`config.mk`:
```
export PLATFORM = sky130hd
export DESIGN_NAME = rtt_running_statistics_core_flat
export DESIGN_NICKNAME = d
export VERILOG_FILES = /design/src/rtt_pkg.sv /design/src/rtt_in_if.sv /design/src/rtt_out_if.sv /design/src/rtt_ctrl.sv /design/src/rtt_dp.sv /design/src/rtt_running_statistics_core.sv /design/src/flat_wrapper.sv
export SDC_FILE = /design/constraint.sdc
export NUM_CORES = 2
export LEC_CHECK = 0
export BUFFER_PORTS_ARGS = -buffer_cell sky130_fd_sc_hd__clkbuf_2
export CORE_MARGIN = 8
export CORE_UTILIZATION = 66
export CTS_BUF_LIST = sky130_fd_sc_hd__clkbuf_8
export DETAILED_ROUTE_END_ITERATION = 12
export PLACE_DENSITY = 0.84
export RECOVER_POWER = 25
export SYNTH_ARGS = -nofsm -noshare
export SYNTH_HDL_FRONTEND = slang
export SYNTH_HIERARCHICAL = 1
export SYNTH_SLANG_ARGS = --single-unit
```
`constraint.sdc`:
```
create_clock -name i_clk -period 8.7 [get_ports i_clk]
set_input_delay 1.74 -clock i_clk [delete_from_list [all_inputs] [get_ports i_clk]]
set_output_delay 1.74 -clock i_clk [all_outputs]
set_load 0.1 [all_outputs]
```
`src/rtt_pkg.sv`:
```
// ============================================================================
// rtt_pkg - shared widths, constants and command types
// Widths of the round-trip-time statistics block and the command and status
// groups between its controller and datapath.
// ============================================================================
package rtt_pkg;

    localparam int RTT_BITS   = 24;
    localparam int COUNT_BITS = 16;
    localparam int FRAC_BITS  = 8;

    localparam int MEAN_W  = RTT_BITS + FRAC_BITS;
    localparam int TOTAL_W = RTT_BITS + COUNT_BITS;
    localparam int PROD_W  = 2 * MEAN_W;
    localparam int SQ_W    = 64;
    localparam int STEP_W  = $clog2(MEAN_W);

    localparam logic [COUNT_BITS-1:0] COUNT_MAX = '1;
    localparam logic [STEP_W-1:0]     STEP_LAST = STEP_W'(MEAN_W - 1);

    typedef struct packed {
        logic load;
        logic div_step;
        logic mean_en;
        logic dev_en;
        logic mul_en;
        logic commit;
    } t_cmd;

    typedef struct packed {
        logic full;
    } t_status;

endpackage

```
`src/rtt_in_if.sv`:
```
// ============================================================================
// rtt_in_if - sample channel
// Valid/ready channel carrying one round-trip-time sample per transfer.
// ============================================================================
interface rtt_in_if;

    logic                          valid;
    logic                          ready;
    logic [rtt_pkg::RTT_BITS-1:0]  rtt_us;

    modport source (output valid, output rtt_us, input ready);
    modport sink   (input valid, input rtt_us, output ready);

endinterface

```
`src/rtt_out_if.sv`:
```
// ============================================================================
// rtt_out_if - statistics channel
// Valid/ready channel carrying one statistics report per transfer.
// ============================================================================
interface rtt_out_if;

    logic                            valid;
    logic                            ready;
    logic [rtt_pkg::COUNT_BITS-1:0]  sample_count;
    logic [rtt_pkg::RTT_BITS-1:0]    min_rtt;
    logic [rtt_pkg::RTT_BITS-1:0]    max_rtt;
    logic [rtt_pkg::TOTAL_W-1:0]     rtt_sum;
    logic [rtt_pkg::MEAN_W-1:0]      mean_rtt;
    logic [rtt_pkg::SQ_W-1:0]        sum_sq_dev;
    logic                            count_full;

    modport source (
        output valid, output sample_count, output min_rtt, output max_rtt,
        output rtt_sum, output mean_rtt, output sum_sq_dev, output count_full,
        input  ready
    );
    modport sink (
        input  valid, input sample_count, input min_rtt, input max_rtt,
        input  rtt_sum, input mean_rtt, input sum_sq_dev, input count_full,
        output ready
    );

endinterface

```
`src/rtt_ctrl.sv`:
```
// ============================================================================
// rtt_ctrl - sequencing controller
// One-hot state machine that steps the datapath through accept, divide,
// mean update, deviation, multiply and commit, and owns the output valid.
// ============================================================================
module rtt_ctrl (
    input  logic             i_clk,
    input  logic             i_rst_n,
    input  logic             i_in_valid,
    output logic             o_in_ready,
    output logic             o_out_valid,
    input  logic             i_out_ready,
    input  rtt_pkg::t_status i_status,
    output rtt_pkg::t_cmd    o_cmd
);

    typedef enum logic [5:0] {
        S_IDLE   = 6'b000001,
        S_DIV    = 6'b000010,
        S_MEAN   = 6'b000100,
        S_DEV    = 6'b001000,
        S_MUL    = 6'b010000,
        S_COMMIT = 6'b100000
    } t_state;

    t_state                      r_state;
    t_state                      n_state;
    logic [rtt_pkg::STEP_W-1:0]  r_step;
    logic [rtt_pkg::STEP_W-1:0]  n_step;
    logic                        r_out_valid;
    logic                        n_out_valid;
    rtt_pkg::t_cmd               w_cmd;

    always_comb begin
        n_state = r_state;
        w_cmd   = '0;
        unique case (r_state)
            S_IDLE: begin
                w_cmd.load = i_in_valid;
                if (i_in_valid) begin
                    n_state = i_status.full ? S_COMMIT : S_DIV;
                end
            end
            S_DIV: begin
                w_cmd.div_step = 1'b1;
                if (r_step == rtt_pkg::STEP_LAST) begin
                    n_state = S_MEAN;
                end
            end
            S_MEAN: begin
                w_cmd.mean_en = 1'b1;
                n_state       = S_DEV;
            end
            S_DEV: begin
                w_cmd.dev_en = 1'b1;
                n_state      = S_MUL;
            end
            S_MUL: begin
                w_cmd.mul_en = 1'b1;
                n_state      = S_COMMIT;
            end
            S_COMMIT: begin
                if (!r_out_valid || i_out_ready) begin
                    w_cmd.commit = 1'b1;
                    n_state      = S_IDLE;
                end
            end
            default: begin
                n_state = S_IDLE;
            end
        endcase
    end

    always_comb begin
        n_step = (r_state == S_DIV) ? r_step + rtt_pkg::STEP_W'(1) : '0;
        if (w_cmd.commit) begin
            n_out_valid = 1'b1;
        end else if (i_out_ready) begin
            n_out_valid = 1'b0;
        end else begin
            n_out_valid = r_out_valid;
        end
    end

    always_ff @(posedge i_clk) begin
        if (!i_rst_n) begin
            r_state     <= S_IDLE;
            r_step      <= '0;
            r_out_valid <= 1'b0;
        end else begin
            r_state     <= n_state;
            r_step      <= n_step;
            r_out_valid <= n_out_valid;
        end
    end

    assign o_in_ready  = (r_state == S_IDLE);
    assign o_out_valid = r_out_valid;
    assign o_cmd       = w_cmd;

endmodule

```
`src/rtt_dp.sv`:
```
// ============================================================================
// rtt_dp - statistics datapath
// Running statistics registers, radix-2 restoring divider for the mean step,
// deviation product and saturating squared-deviation accumulator.
// ============================================================================
module rtt_dp (
    input  logic                            i_clk,
    input  logic                            i_rst_n,
    input  rtt_pkg::t_cmd                   i_cmd,
    input  logic [rtt_pkg::RTT_BITS-1:0]    i_rtt_us,
    output rtt_pkg::t_status                o_status,
    output logic [rtt_pkg::COUNT_BITS-1:0]  o_sample_count,
    output logic [rtt_pkg::RTT_BITS-1:0]    o_min_rtt,
    output logic [rtt_pkg::RTT_BITS-1:0]    o_max_rtt,
    output logic [rtt_pkg::TOTAL_W-1:0]     o_rtt_sum,
    output logic [rtt_pkg::MEAN_W-1:0]      o_mean_rtt,
    output logic [rtt_pkg::SQ_W-1:0]        o_sum_sq_dev,
    output logic                            o_count_full
);

    localparam int CW = rtt_pkg::COUNT_BITS;
    localparam int MW = rtt_pkg::MEAN_W;

    // statistics state
    logic [CW-1:0]                 r_count;
    logic [rtt_pkg::RTT_BITS-1:0]  r_min;
    logic [rtt_pkg::RTT_BITS-1:0]  r_max;
    logic [rtt_pkg::TOTAL_W-1:0]   r_total;
    logic [MW-1:0]                 r_mean;
    logic [rtt_pkg::SQ_W-1:0]      r_sq;
    logic                          r_out_full;

    // per-sample working registers
    logic [rtt_pkg::RTT_BITS-1:0]  r_x;
    logic                          r_full;
    logic                          r_neg;
    logic [MW-1:0]                 r_d1;
    logic [CW-1:0]                 r_n;
    logic [CW-1:0]                 r_rem;
    logic [MW-1:0]                 r_quo;
    logic [MW-1:0]                 r_nm;
    logic [MW-1:0]                 r_d2;
    logic [rtt_pkg::PROD_W-1:0]    r_prod;

    logic [MW-1:0]                 w_sx_in;
    logic                          w_neg_in;
    logic [MW-1:0]                 w_sx;
    logic [CW:0]                   w_trial;
    logic                          w_ge;
    logic [CW:0]                   w_rem_next;
    logic [rtt_pkg::SQ_W-1:0]      w_add;
    logic [rtt_pkg::SQ_W:0]        w_sum;
    logic [rtt_pkg::PROD_W-1:0]    w_prod;

    assign w_sx_in    = MW'(i_rtt_us) << rtt_pkg::FRAC_BITS;
    assign w_neg_in   = w_sx_in < r_mean;
    assign w_sx       = MW'(r_x) << rtt_pkg::FRAC_BITS;
    assign w_trial    = {r_rem, r_quo[MW-1]};
    assign w_ge       = w_trial >= {1'b0, r_n};
    assign w_rem_next = w_ge ? (w_trial - {1'b0, r_n}) : w_trial;
    assign w_prod     = r_d1 * r_d2;
    assign w_add      = rtt_pkg::SQ_W'(r_prod >> rtt_pkg::FRAC_BITS);
    assign w_sum      = {1'b0, r_sq} + {1'b0, w_add};

    always_ff @(posedge i_clk) begin
        if (i_cmd.load) begin
            r_x    <= i_rtt_us;
            r_full <= (r_count == rtt_pkg::COUNT_MAX);
            r_neg  <= w_neg_in;
            r_d1   <= w_neg_in ? (r_mean - w_sx_in) : (w_sx_in - r_mean);
            r_n    <= r_count + CW'(1);
            r_rem  <= '0;
            r_quo  <= w_neg_in ? (r_mean - w_sx_in) : (w_sx_in - r_mean);
        end
        if (i_cmd.div_step) begin
            r_rem <= w_rem_next[CW-1:0];
            r_quo <= {r_quo[MW-2:0], w_ge};
        end
        if (i_cmd.mean_en) begin
            r_nm <= r_neg ? (r_mean - r_quo) : (r_mean + r_quo);
        end
        if (i_cmd.dev_en) begin
            r_d2 <= r_neg ? (r_nm - w_sx) : (w_sx - r_nm);
        end
        if (i_cmd.mul_en) begin
            r_prod <= w_prod;
        end
    end

    always_ff @(posedge i_clk) begin
        if (!i_rst_n) begin
            r_count    <= '0;
            r_min      <= '0;
            r_max      <= '0;
            r_total    <= '0;
            r_mean     <= '0;
            r_sq       <= '0;
            r_out_full <= 1'b0;
        end else if (i_cmd.commit) begin
            r_out_full <= r_full;
            if (!r_full) begin
                r_count <= r_n;
                if (r_min == '0 || r_x < r_min) begin
                    r_min <= r_x;
                end
                if (r_x > r_max) begin
                    r_max <= r_x;
                end
                r_total <= r_total + rtt_pkg::TOTAL_W'(r_x);
                r_mean  <= r_nm;
                r_sq    <= w_sum[rtt_pkg::SQ_W] ? '1 : w_sum[rtt_pkg::SQ_W-1:0];
            end
        end
    end

    assign o_status.full  = (r_count == rtt_pkg::COUNT_MAX);
    assign o_sample_count = r_count;
    assign o_min_rtt      = r_min;
    assign o_max_rtt      = r_max;
    assign o_rtt_sum      = r_total;
    assign o_mean_rtt     = r_mean;
    assign o_sum_sq_dev   = r_sq;
    assign o_count_full   = r_out_full;

endmodule

```
`src/rtt_running_statistics_core.sv`:
```
// ============================================================================
// rtt_running_statistics_core - running round-trip-time statistics
// Count, minimum, maximum, total, running mean and sum of squared deviations.
// ============================================================================
// One report comes out for every sample taken in. From its transfer until the
// next sample can be taken, a sample passes through the accept state, the
// one-bit-per-cycle divider that forms the mean step (a quotient bit for each
// of the 32 bits of the fixed-point mean), then mean update, deviation,
// multiply and commit. A sample that arrives once the count has saturated
// goes from accept straight to commit and reports unchanged statistics with
// count_full set. The report register lets the next sample start while a
// report waits; that sample's commit waits until the report is transferred.
module rtt_running_statistics_core (
    input  logic      i_clk,
    input  logic      i_rst_n,
    rtt_in_if.sink    i_in,
    rtt_out_if.source o_out
);

    rtt_pkg::t_cmd    w_cmd;
    rtt_pkg::t_status w_status;

    rtt_ctrl u_ctrl (
        .i_clk       (i_clk),
        .i_rst_n     (i_rst_n),
        .i_in_valid  (i_in.valid),
        .o_in_ready  (i_in.ready),
        .o_out_valid (o_out.valid),
        .i_out_ready (o_out.ready),
        .i_status    (w_status),
        .o_cmd       (w_cmd)
    );

    rtt_dp u_dp (
        .i_clk          (i_clk),
        .i_rst_n        (i_rst_n),
        .i_cmd          (w_cmd),
        .i_rtt_us       (i_in.rtt_us),
        .o_status       (w_status),
        .o_sample_count (o_out.sample_count),
        .o_min_rtt      (o_out.min_rtt),
        .o_max_rtt      (o_out.max_rtt),
        .o_rtt_sum      (o_out.rtt_sum),
        .o_mean_rtt     (o_out.mean_rtt),
        .o_sum_sq_dev   (o_out.sum_sq_dev),
        .o_count_full   (o_out.count_full)
    );

endmodule

```
`src/flat_wrapper.sv`:
```
// flat-port wrapper written by rule: the top's interface ports become plain ports
module rtt_running_statistics_core_flat 
  (i_clk, i_rst_n, i_in_valid, i_in_rtt_us, i_in_ready, o_out_valid, o_out_sample_count, o_out_min_rtt, o_out_max_rtt, o_out_rtt_sum, o_out_mean_rtt, o_out_sum_sq_dev, o_out_count_full, o_out_ready);
  rtt_in_if i_in_i ();
  rtt_out_if o_out_i ();
  input  logic i_clk;
  input  logic i_rst_n;
  input wire logic [$bits(i_in_i.valid)-1:0] i_in_valid;
  input wire logic [$bits(i_in_i.rtt_us)-1:0] i_in_rtt_us;
  output wire logic [$bits(i_in_i.ready)-1:0] i_in_ready;
  output wire logic [$bits(o_out_i.valid)-1:0] o_out_valid;
  output wire logic [$bits(o_out_i.sample_count)-1:0] o_out_sample_count;
  output wire logic [$bits(o_out_i.min_rtt)-1:0] o_out_min_rtt;
  output wire logic [$bits(o_out_i.max_rtt)-1:0] o_out_max_rtt;
  output wire logic [$bits(o_out_i.rtt_sum)-1:0] o_out_rtt_sum;
  output wire logic [$bits(o_out_i.mean_rtt)-1:0] o_out_mean_rtt;
  output wire logic [$bits(o_out_i.sum_sq_dev)-1:0] o_out_sum_sq_dev;
  output wire logic [$bits(o_out_i.count_full)-1:0] o_out_count_full;
  input wire logic [$bits(o_out_i.ready)-1:0] o_out_ready;
  assign i_in_i.valid = i_in_valid;
  assign i_in_i.rtt_us = i_in_rtt_us;
  assign i_in_ready = i_in_i.ready;
  assign o_out_valid = o_out_i.valid;
  assign o_out_sample_count = o_out_i.sample_count;
  assign o_out_min_rtt = o_out_i.min_rtt;
  assign o_out_max_rtt = o_out_i.max_rtt;
  assign o_out_rtt_sum = o_out_i.rtt_sum;
  assign o_out_mean_rtt = o_out_i.mean_rtt;
  assign o_out_sum_sq_dev = o_out_i.sum_sq_dev;
  assign o_out_count_full = o_out_i.count_full;
  assign o_out_i.ready = o_out_ready;
  rtt_running_statistics_core u_core (.i_clk(i_clk), .i_rst_n(i_rst_n), .i_in(i_in_i), .o_out(o_out_i));
endmodule
```
==> summary.txt <==
Status
  – Status: finished, violations left
  – Violated checks: max-capacitance violations, max-slew violations

Timing
  – Final setup viols: 0
  – Worst-margin pin slew: roughly 3.8 ns
  – TNS Setup: 0 ns
  – RSZ-0062 raised after global routing: no
  – Final min period: roughly 8.5 ns
  – Tcrit/Tclk final: between 90 and 100%
  – Final WS setup: between 0.15 and 0.2 ns
  – Worst Skew: 0.05943 ns
  – Normalized max-slew margin: -154.2%
  – Fin. Hold Viols: 0
  – Fin. max-slew vios: approximately 350
  – Max Freq: roughly 120 MHz

Clock tree
  – Root Buffer: clkbuf_8
  – Total CTS buffers: 84
  – Latest clock arrival within the worst-skew pair: around 0.76 ns
  – CTS tree: built
  – Worst-path clk slew: 0.06 ns
  – Clock tree sinks: around 460
  – H-tree depth: 3
  – CTS max path bufs: 3

Logic synthesis
  – Cells after Synth: about 6800
  – Synth area leaders: fa_1 (29%), edfxtp_1 (12%), ha_1 (11%), dfxtp_1 (6.8%), inv_1 (6.6%)
  – Top cells by count, synth: inv_1 (1105), fa_1 (901), nand2_1 (800), and2_1 (585), ha_1 (531)
  – Synthesized cell area: ~0.063 mm²
  – Part of the Yosys area used for sequential elements: a little under a fifth
  – Yosys synthesis warning count: 6
  – Register bit total from synthesis: ~460
  – Avg Inst Size Synth: between 9 and 10 µm²
  – Synth area leader: fa_1
  – Top_reg_cell synth: edfxtp_1
  – Unique masters post-synth: 98
  – Asr flop ratio synth: 0%
  – Most common cell in the synthesized netlist: inv_1
  – Number of synthesized flops with an enable pin: around 240
  – Synth Net Count: approximately 8300
  – Yosys top cell area share: 28.74%

Min path
  – Hold Crit Class: reg -> reg
  – Hold_sp: u_core/u_ctrl/r_step[0]

Final layout
  – NumNets Final: ~8500
  – Share of layout cells above drive strength 1: 8.752%
  – Area delta synth->final: 6.985%
  – Fin util: slightly above 70%

Floorplanning
  – Die ar.: roughly 0.11 mm²
  – Site Rows: about 110
  – Initial core utilization: 66.34%
  – Chip height: ~320 µm
  – Die X: 324.3 µm
  – Num ports: 231
  – Core ar.: between 0.09 and 0.1 mm²

Setup path
  – Crit Path Max Fanout: 18
  – Critical path startpoint: u_core/u_dp/r_d2[19]
  – Crit path kind: reg -> reg
  – WP data required: 9.18 ns
  – Crit end category: flop
  – CP Launch Type: flop
  – Crit path DAT: between 9 and 10 ns
  – FF-to-FF Start: u_core/u_dp/r_d2[19]

Global routing
  – Initial antenna violation count: 7
  – Vias in the first global route: between 50000 and 60000
  – Total GRT Usage: between 30% and 40%
  – First-pass GRT wire length: ~280000 µm
  – Largest net degree at the start of global routing: 84
  – Total grt overflow: 0

Placement
  – HPWL Detailed: ~150000 µm
  – Dpl ws: 0.02024 ns
  – IO Port Bufs: 230
  – Placer Congestion: about 1

Drt
  – Drt wl/cell: 22.22 µm
  – DR DRC count: 0
  – DR pass1 iterations: 6
  – Vias per cell: between 6 and 7
  – Detail Route Antenna Nets: 0
  – DR vias: 50860
  – Routed WL: between 150000 and 200000 µm
  – DR iter-0 viols: 4516

Job
  – Max_cap viols: 7
## critical path, cell delays in order (launching register included)
cell	delay [ns]
edfxtp_1	0.78
and2_1	0.36
fa_1	0.48
inv_1	0.06
fa_1	0.53
inv_1	0.06
fa_1	0.52
fa_1	0.57
fa_1	0.43
fa_1	0.48
fa_1	0.52
inv_1	0.06
fa_1	0.49
inv_1	0.05
ha_1	0.38
nand4_1	0.19
or3_1	0.39
a2111oi_2	0.51
nor3_1	0.17
nor2_1	0.34
a2bb2oi_2	0.27
a21oi_1	0.09
or3_1	0.39
xnor2_1	0.13
## sequential cells by signal, summed over array words and instances, names as in the netlist, 24 cells and up
register / flops
u_core/u_dp/o_max_rtt: 24
u_core/u_dp/o_mean_rtt: 32
u_core/u_dp/o_min_rtt: 24
u_core/u_dp/o_rtt_sum: 40
u_core/u_dp/o_sum_sq_dev: 64
u_core/u_dp/r_d1: 32
u_core/u_dp/r_d2: 32
u_core/u_dp/r_nm: 32
u_core/u_dp/r_prod: 56
u_core/u_dp/r_quo: 32
u_core/u_dp/r_x: 24
## placed cells by master, fill, tap and decap left out, types with 50 or more instances in the layout
cell type,n
inv_1,1140
nor2b_1,50
nand4_1,61
clkbuf_2,205
xor2_1,104
nor3_1,50
and2_1,584
nor2_1,201
edfxtp_1,242
nand2_1,800
xnor2_1,174
a21oi_4,50
ha_1,531
nand3_1,117
a21oi_1,336
clkbuf_8,96
buf_4,139
dfxtp_1,213
fa_1,901
o21ai_0,236
a21o_1,139
## per-layer routing
layer	wire, µm	vias to the layer above	GRT usage (%)	share of wire (%)
met3	16780	851	6.756	9.1
met2	87330	2795	56.13	47
met5	18	-	0	0.0097
li1	-	22350	-	-
met1	64840	24860	39.22	35
met4	16210	4	24.64	8.8
## path summary, 6_finish.rpt
kind	end	slack, ns	depth (start not counted)
min	u_core/u_ctrl/r_step[0]	0.47	1
max	u_core/u_dp/r_prod[61]	0.17	23
max reg2reg	u_core/u_dp/r_prod[61]	0.17	23
min reg2reg	u_core/u_ctrl/r_step[0]	0.47	1
## area by class of cell
class	count	area [µm²]
Clock buffer	95	1308
Tap cell	1265	1583
Timing Repair Buffer	391	2461
Sequential cell	455	11530
Inverter	1108	4160
Multi-Input combinational cell	4950	45710
Antenna cell	6	15.01
Fill cell	7013	27450
Clock inverter	62	364.1
## metrics by stage
step,area (µm²),hold slack (ns),cells
finish,67130,0.4675,8332
global route,67130,0.4881,8329
CTS,66830,0.4633,8293
detailed placement,65160,0.4459,8136
global placement,65160,0.4321,8136
floorplan,62750,0.4176,6848
## timing repair
action | in CTS | in global routing
hold buffers | 0 | 0
endpoints found under the hold margin | 0 | 0
endpoints found under the setup margin | 0 | 7
gates resized for setup | 0 | 1
setup buffers | 0 | 33
## kinds of logic (layout without fill, tap and decap cells)
group / count (synthesis) / after routing / synth area share [%]
compound gates: 1101 / 1101 / 11.85
other cells: 0 / 6 / 0
mux: 72 / 72 / 1.212
xor+xnor: 278 / 278 / 3.880
fa+ha+maj: 1432 / 1432 / 39.33
buf+inv: 1443 / 1656 / 8.819
flops: 455 / 455 / 18.38
simple gates: 2067 / 2067 / 16.53
Power is left out: the tool's default activity adds up to more than one toggle a clock period on the data nets, which glitch-free logic cannot reach.
